<file path="src/hw/rtl/qec_pkg.sv">
// shared constants, register codes and a helper for the quad element connectivity block
// no dependencies
`timescale 1ns / 1ps

package qec_pkg;

  localparam int IDX_W         = 20;
  localparam int CELLS_W       = 11;
  localparam int CORNER_W      = 21;
  localparam int CFG_IDX_W     = 2;
  localparam int DEF_MAX_CELLS = 1024;

  typedef enum logic [CFG_IDX_W-1:0] {
    REG_CELLS_X  = 2'd0,
    REG_CELLS_Y  = 2'd1,
    REG_PERIODIC = 2'd2
  } reg_index_t;

  // zero acts as one, anything above the limit acts as the limit
  function automatic int clamp_cells(input logic [CELLS_W-1:0] v, input int max_cells);
    int r;
    r = int'(v);
    if (r == 0) begin
      r = 1;
    end else if (r > max_cells) begin
      r = max_cells;
    end
    return r;
  endfunction

endpackage

</file>
<file path="src/hw/rtl/qec_div.sv">
// pipelined restoring divider, one quotient bit per stage
// splits the element index into column (remainder) and row (quotient); uses qec_pkg
`timescale 1ns / 1ps

module qec_div #(
  parameter int CW = 11,
  parameter int QW = 10
) (
  input  logic                      clk,
  input  logic                      rst,
  input  logic [CW-1:0]             nx,
  input  logic                      in_valid,
  output logic                      in_ready,
  input  logic [qec_pkg::IDX_W-1:0] in_idx,
  input  logic                      in_bad,
  output logic                      out_valid,
  input  logic                      out_ready,
  output logic [CW-1:0]             out_rem,
  output logic [QW-1:0]             out_quo,
  output logic                      out_bad
);
  import qec_pkg::*;

  logic          v      [QW];
  logic [CW-1:0] rem    [QW];
  logic [QW-1:0] quo    [QW];
  logic [QW-1:0] low    [QW];
  logic          bad    [QW];
  logic          en     [QW];

  logic          v_in   [QW];
  logic [CW-1:0] rem_in [QW];
  logic [QW-1:0] quo_in [QW];
  logic [QW-1:0] low_in [QW];
  logic          bad_in [QW];
  logic [CW:0]   t      [QW];
  logic [CW:0]   diff   [QW];
  logic          ge     [QW];

  // stage inputs and one compare-subtract step per stage
  always_comb begin
    for (int k = 0; k < QW; k++) begin
      if (k == 0) begin
        v_in[k]   = in_valid;
        rem_in[k] = CW'(in_idx >> QW);
        quo_in[k] = '0;
        low_in[k] = in_idx[QW-1:0];
        bad_in[k] = in_bad;
      end else begin
        v_in[k]   = v[k-1];
        rem_in[k] = rem[k-1];
        quo_in[k] = quo[k-1];
        low_in[k] = low[k-1];
        bad_in[k] = bad[k-1];
      end
      t[k]    = {rem_in[k], low_in[k][QW-1]};
      diff[k] = t[k] - {1'b0, nx};
      ge[k]   = (t[k] >= {1'b0, nx});
    end
  end

  // a stage moves when it is empty or the next one moves
  always_comb begin
    for (int k = QW - 1; k >= 0; k--) begin
      if (k == QW - 1) begin
        en[k] = !v[k] || out_ready;
      end else begin
        en[k] = !v[k] || en[k+1];
      end
    end
  end

  always_ff @(posedge clk) begin
    for (int k = 0; k < QW; k++) begin
      if (rst) begin
        v[k] <= 1'b0;
      end else if (en[k]) begin
        v[k] <= v_in[k];
      end
      if (en[k]) begin
        rem[k] <= ge[k] ? diff[k][CW-1:0] : t[k][CW-1:0];
        quo[k] <= (quo_in[k] << 1) | QW'(ge[k]);
        low[k] <= low_in[k] << 1;
        bad[k] <= bad_in[k];
      end
    end
  end

  assign in_ready  = en[0];
  assign out_valid = v[QW-1];
  assign out_rem   = rem[QW-1];
  assign out_quo   = quo[QW-1];
  assign out_bad   = bad[QW-1];

endmodule

</file>
<file path="src/hw/rtl/qec_corner.sv">
// corner node index stages: row offsets by multiply, then the four corner sums
// holds the output register; uses qec_pkg
`timescale 1ns / 1ps

module qec_corner #(
  parameter int CW = 11,
  parameter int QW = 10
) (
  input  logic                         clk,
  input  logic                         rst,
  input  logic [CW-1:0]                nx,
  input  logic [CW-1:0]                ny,
  input  logic                         periodic,
  input  logic                         in_valid,
  output logic                         in_ready,
  input  logic [CW-1:0]                in_col,
  input  logic [QW-1:0]                in_row,
  input  logic                         in_bad,
  output logic                         out_valid,
  input  logic                         out_ready,
  output logic [qec_pkg::CORNER_W-1:0] lower_left,
  output logic [qec_pkg::CORNER_W-1:0] lower_right,
  output logic [qec_pkg::CORNER_W-1:0] upper_right,
  output logic [qec_pkg::CORNER_W-1:0] upper_left,
  output logic                         out_bad
);
  import qec_pkg::*;

  localparam int PW = QW + CW + 2;
  localparam int SW = (PW + 1 > CORNER_W) ? PW + 1 : CORNER_W;
  localparam int EW = (QW > CW) ? QW + 1 : CW + 1;

  logic [CW:0]     pitch;
  logic [QW:0]     row_up;
  logic [QW:0]     row_next;
  logic [CW:0]     col_up;
  logic [CW:0]     col_next;
  logic [PW-1:0]   row0_next;
  logic [PW-1:0]   row1_next;

  logic            m_valid;
  logic [PW-1:0]   row0;
  logic [PW-1:0]   row1;
  logic [CW:0]     col0;
  logic [CW:0]     col1;
  logic            m_bad;
  logic            m_en;
  logic            o_en;

  logic [SW-1:0]   sum_ll;
  logic [SW-1:0]   sum_lr;
  logic [SW-1:0]   sum_ur;
  logic [SW-1:0]   sum_ul;

  // neighbor row and column, wrapped in periodic mode
  always_comb begin
    row_up = {1'b0, in_row} + (QW+1)'(1);
    col_up = {1'b0, in_col} + (CW+1)'(1);
    if (periodic) begin
      pitch    = {1'b0, nx};
      row_next = (EW'(row_up) >= EW'(ny)) ? '0 : row_up;
      col_next = (col_up == {1'b0, nx}) ? '0 : col_up;
    end else begin
      pitch    = {1'b0, nx} + (CW+1)'(1);
      row_next = row_up;
      col_next = col_up;
    end
    row0_next = PW'({1'b0, in_row}) * PW'(pitch);
    row1_next = PW'(row_next) * PW'(pitch);
  end

  assign o_en     = !out_valid || out_ready;
  assign m_en     = !m_valid || o_en;
  assign in_ready = m_en;

  always_ff @(posedge clk) begin
    if (rst) begin
      m_valid <= 1'b0;
    end else if (m_en) begin
      m_valid <= in_valid;
    end
    if (m_en) begin
      row0  <= row0_next;
      row1  <= row1_next;
      col0  <= {1'b0, in_col};
      col1  <= col_next;
      m_bad <= in_bad;
    end
  end

  assign sum_ll = SW'(row0) + SW'(col0);
  assign sum_lr = SW'(row0) + SW'(col1);
  assign sum_ur = SW'(row1) + SW'(col1);
  assign sum_ul = SW'(row1) + SW'(col0);

  always_ff @(posedge clk) begin
    if (rst) begin
      out_valid <= 1'b0;
    end else if (o_en) begin
      out_valid <= m_valid;
    end
    if (o_en) begin
      lower_left  <= m_bad ? '0 : sum_ll[CORNER_W-1:0];
      lower_right <= m_bad ? '0 : sum_lr[CORNER_W-1:0];
      upper_right <= m_bad ? '0 : sum_ur[CORNER_W-1:0];
      upper_left  <= m_bad ? '0 : sum_ul[CORNER_W-1:0];
      out_bad     <= m_bad;
    end
  end

endmodule

</file>
<file path="src/hw/rtl/quad_element_connectivity.sv">
// path: entry register, divider stages, corner row-offset register, output register
// throughput: one element per cycle while corner_stall is low; the divider has one stage per quotient bit
// a stalled result holds the output register, bubbles ahead of it still fill
// reset (rst, synchronous): pipeline empty, cells_x = cells_y = 1, periodic_mode = 0
// depends on qec_pkg, qec_div, qec_corner
`timescale 1ns / 1ps

module quad_element_connectivity #(
  parameter int MAX_CELLS = qec_pkg::DEF_MAX_CELLS
) (
  input  logic                           clk,
  input  logic                           rst,
  input  logic                           cfg_valid,
  output logic                           cfg_ready,
  input  logic [qec_pkg::CFG_IDX_W-1:0]  cfg_index,
  input  logic [qec_pkg::CELLS_W-1:0]    cfg_data,
  input  logic                           element_valid,
  output logic                           element_stall,
  input  logic [qec_pkg::IDX_W-1:0]      element_index,
  output logic                           corner_valid,
  input  logic                           corner_stall,
  output logic [qec_pkg::CORNER_W-1:0]   corner_lower_left,
  output logic [qec_pkg::CORNER_W-1:0]   corner_lower_right,
  output logic [qec_pkg::CORNER_W-1:0]   corner_upper_right,
  output logic [qec_pkg::CORNER_W-1:0]   corner_upper_left,
  output logic                           index_out_of_range
);
  import qec_pkg::*;

  localparam int CW   = $clog2(MAX_CELLS + 1);
  localparam int QW   = $clog2(MAX_CELLS);
  localparam int TW   = 2 * CW;
  localparam int CMPW = (TW > IDX_W) ? TW : IDX_W;

  logic [CW-1:0]    cells_x;
  logic [CW-1:0]    cells_y;
  logic             periodic_mode;

  logic             a_valid;
  logic [IDX_W-1:0] a_idx;
  logic [TW-1:0]    a_total;
  logic             a_en;
  logic             a_bad;

  logic             div_ready;
  logic             d_valid;
  logic             d_ready;
  logic [CW-1:0]    d_col;
  logic [QW-1:0]    d_row;
  logic             d_bad;

  assign cfg_ready = 1'b1;

  always_ff @(posedge clk) begin
    if (rst) begin
      cells_x       <= CW'(1);
      cells_y       <= CW'(1);
      periodic_mode <= 1'b0;
    end else if (cfg_valid && cfg_ready) begin
      case (cfg_index)
        REG_CELLS_X:  cells_x       <= CW'(clamp_cells(cfg_data, MAX_CELLS));
        REG_CELLS_Y:  cells_y       <= CW'(clamp_cells(cfg_data, MAX_CELLS));
        REG_PERIODIC: periodic_mode <= cfg_data[0];
        default: ;
      endcase
    end
  end

  // entry stage: capture index and element count
  assign a_en          = !a_valid || div_ready;
  assign element_stall = !a_en;

  always_ff @(posedge clk) begin
    if (rst) begin
      a_valid <= 1'b0;
    end else if (a_en) begin
      a_valid <= element_valid;
    end
    if (a_en) begin
      a_idx   <= element_index;
      a_total <= TW'(cells_x) * TW'(cells_y);
    end
  end

  assign a_bad = (CMPW'(a_idx) >= CMPW'(a_total));

  qec_div #(
    .CW (CW),
    .QW (QW)
  ) u_div (
    .clk       (clk),
    .rst       (rst),
    .nx        (cells_x),
    .in_valid  (a_valid),
    .in_ready  (div_ready),
    .in_idx    (a_idx),
    .in_bad    (a_bad),
    .out_valid (d_valid),
    .out_ready (d_ready),
    .out_rem   (d_col),
    .out_quo   (d_row),
    .out_bad   (d_bad)
  );

  qec_corner #(
    .CW (CW),
    .QW (QW)
  ) u_corner (
    .clk         (clk),
    .rst         (rst),
    .nx          (cells_x),
    .ny          (cells_y),
    .periodic    (periodic_mode),
    .in_valid    (d_valid),
    .in_ready    (d_ready),
    .in_col      (d_col),
    .in_row      (d_row),
    .in_bad      (d_bad),
    .out_valid   (corner_valid),
    .out_ready   (!corner_stall),
    .lower_left  (corner_lower_left),
    .lower_right (corner_lower_right),
    .upper_right (corner_upper_right),
    .upper_left  (corner_upper_left),
    .out_bad     (index_out_of_range)
  );

endmodule

</file>
<file path="config.mk">
export PLATFORM = sky130hd
export DESIGN_NAME = quad_element_connectivity
export DESIGN_NICKNAME = d
export VERILOG_FILES = /design/src/hw/rtl/qec_pkg.sv /design/src/hw/rtl/qec_div.sv /design/src/hw/rtl/qec_corner.sv /design/src/hw/rtl/quad_element_connectivity.sv
export SDC_FILE = /design/constraint.sdc
export NUM_CORES = 2
export LEC_CHECK = 0
export BUFFER_PORTS_ARGS = -buffer_cell sky130_fd_sc_hd__buf_2
export CAP_MARGIN = 30
export CORE_MARGIN = 1.5
export CORE_UTILIZATION = 60
export CTS_BUF_LIST = sky130_fd_sc_hd__clkbuf_4 sky130_fd_sc_hd__clkbuf_8 sky130_fd_sc_hd__clkbuf_16
export DETAILED_ROUTE_END_ITERATION = 8
export PLACE_DENSITY = 0.81
export SETUP_SLACK_MARGIN = 0.05
export SLEW_MARGIN = 0
export SYNTH_ARGS = -nofsm -noshare
export SYNTH_HDL_FRONTEND = slang
export SYNTH_SLANG_ARGS = --single-unit
</file>
<file path="constraint.sdc">
create_clock -name clk -period 10.5 [get_ports clk]
set_input_delay 1.575 -clock clk [delete_from_list [all_inputs] [get_ports clk]]
set_output_delay 1.575 -clock clk [all_outputs]
set_load 0.005 [all_outputs]
</file>
==> metrics <==
cell mode on critical path=fa_1; GR Util met3=4.18%; Clock Sinks=449; library cell with the largest summed area after synthesis=edfxtp_1; Slowest-stage cell, CP=edfxtp_1; f_max=114 MHz; global placement routability congestion=0.912; dpl ws=1810 ps; Final WS setup=1700 ps; synthesis-stage register bit count=approximately 450; Crit. End Element=register; Netlist cell types=86; vias per cell=about 5.8; design area=39800 sq um; All-Layer GR Usage=a little over a quarter; Crit Path Category=register to register; worst reg2reg startpoint=u_div.quo[9][2]; Num CTS Buffers=50; CTS Root Cell=clkbuf_16; sequential fraction of the synthesis area=36.2%; status=finished, final reports clean; Required @ worst endpoint=10930 ps; largest net degree at the start of global routing=72; cell area after synthesis=between 30000 and 40000 sq um; # setup viols final=0; DIE WIDTH=250 microns; crit path DAT=between 9000 and 10000 ps; area added between synthesis and finish=9.15%; FFs w/ async S/R, synth=0%; DRT antenna net count=0; period utilization=83.8%; r2r setup slk=1700 ps; cell row count=90; CP peak stage delay=690 ps; placed cell areas=between 30000 and 40000 sq um; clock buffer depth=3; Starting Density=between 60% and 70%; Synth Instances=3541; M1 GR Usage=35.4%; Layout fillers=roughly 4.4k; Setup Skew=39.2 ps; number of synthesized flops with an enable pin=~420; post-synth net total=4194; CP startpoint kind=register; top-count cell post-synth=inv_1; leakage power total=17.5 nW; largest cells by area after synthesis=edfxtp_1, fa_1, ha_1; NumNets Final=roughly 4.3k; Slew Viols, Final=0; busiest grt layer=met2; setup tns final=0 ps; post-CTS sizing=0; Cell Count, Final, Fillers Out=4475; Post-Place Cells=4378; TritonRoute pass-1 iters=5; Syn. warnings=0; VDD IR-drop max=159 uV; IO Pins=126; Die Ht=250 microns; CORE AREA=60200 sq um; clk slew on worst S/H paths=around 80 ps; initial DRC count=2002; Post-DP HPWL=62300 microns; detailed-route via count=about 26k; fraction of layout instances using a drive strength above 1=between 10% and 20%; Post-CTS Setup Bufs=0; total design power=around 9.5 mW; commonest cells in the netlist=inv_1, edfxtp_1, nand2_1; worst skew pair latency=630 ps; Diodes inserted=0; global-route wire length before repair=135000 microns; worst-path maximum fanout=29; met2 Use GR=45.7%; Slew Limit Headroom=28.8%; hold_sp=u_div.low[0][7]; initial antenna violation count=1; count of input and output buffers=124; top_reg_cell synth=edfxtp_1; final WL=84100 microns; total gr overflow=0; vias in the first global route=26.1k; Hold Crit Class=register to register; synthesized area per cell=between 10 and 15 sq um; H-tree depth=2; Die ar.=62300 sq um; top-area cell type share of the netlist area=34.8%; unrepaired setup endpoints after global routing=no; Max Cap Violations=0; CTS tree=yes; Final Hold Viols=0; Remaining DRCs=0; PD cells=roughly 240 nW/um^2; CTS Hold Bufs=0; wire per inst=18.8 microns; Min Clock Period, post-route=8800 ps; Critical Path Start=u_div.quo[9][2]; slew at the pin with the worst max-slew slack=1060 ps
-- final cells by class --
type	count	area [sq um]	share of cell area, %
multi-input combinational	2554	21300	53.3
sequential	449	13200	33.2
inverter	438	1640	4.13
clock buffer	54	1280	3.22
timing repair buffer	160	991	2.49
tap	782	978	2.46
clock inverter	38	468	1.17
-- registers in the layout (all words and copies together) (netlist names), 20 cells and up --
name,cells
u_div.quo,55
u_corner.row0,21
u_div.low,45
u_corner.row1,21
a_idx,20
u_corner.lower_right,21
u_corner.lower_left,21
u_corner.upper_left,21
u_div.rem,110
a_total,22
u_corner.upper_right,21
-- path summary, 6_finish.rpt --
check	endpoint	cells after the start
setup / recovery	u_corner.row1[19]	29
hold / removal	u_div.low[1][8]	0
setup reg to reg	u_corner.row1[19]	29
hold reg to reg	u_div.low[1][8]	0
-- kinds of logic (layout without fill, tap and decap cells) --
group | count (synthesis) | after routing | share of synthesized area (%)
AND/OR/NAND/NOR | 1188 | 1188 | 15.7
adder cells (fa/ha/maj) | 615 | 615 | 26.4
buffers and inverters | 538 | 690 | 5.64
AO/OA/AOI/OAI | 465 | 465 | 8.51
flip-flops | 449 | 449 | 36.2
XOR/XNOR | 176 | 176 | 4.22
multiplexers | 109 | 109 | 3.28
other | 1 | 1 | 0.0103
-- layout by cell type (no fill, tap or decap), types with 26 or more instances in the layout --
cell / n
edfxtp_1: 423
and2_1: 89
xor2_1: 58
a21oi_1: 123
nand2_1: 373
inv_1: 430
nand3_1: 58
nor2_1: 296
o21a_1: 33
and3_1: 44
a21o_1: 40
buf_2: 124
buf_4: 31
nor3_1: 75
nand2b_1: 30
o21ai_0: 83
ha_1: 356
xnor2_1: 117
mux2_2: 83
nor2b_1: 70
nand4_1: 38
clkbuf_16: 50
fa_1: 259
dfxtp_1: 26
-- per-stage QoR --
step,hold WS [ps],utilization (%)
detailed placement,405,63.0
global placement,400,62.9
finish,411,66.1
floorplan,400,-
CTS,404,65.9
global route,412,66.1
-- where the power goes --
group,switching (mW),internal (mW),leakage [nW]
Sequential,0.381,2.68,4.79
Clock,0.772,1.09,0.832
Combinational,2.55,2.00,11.8
Total,3.70,5.77,17.5
-- routing by layer --
layer	vias up	share of wire, %
met5	-	0.013
met4	2	4.1
met3	225	7.2
met2	989	48
met1	12500	41
li1	12400	-
-- critical path, delay by kind of cell (launching register included) --
kind	cells	cell delay, ps
compound gates	10	1810
simple gates	8	2320
fa+ha+maj	7	3220
flops	1	690
xor+xnor	1	420
buf+inv	3	140
Power figures use the tool's default switching activity.
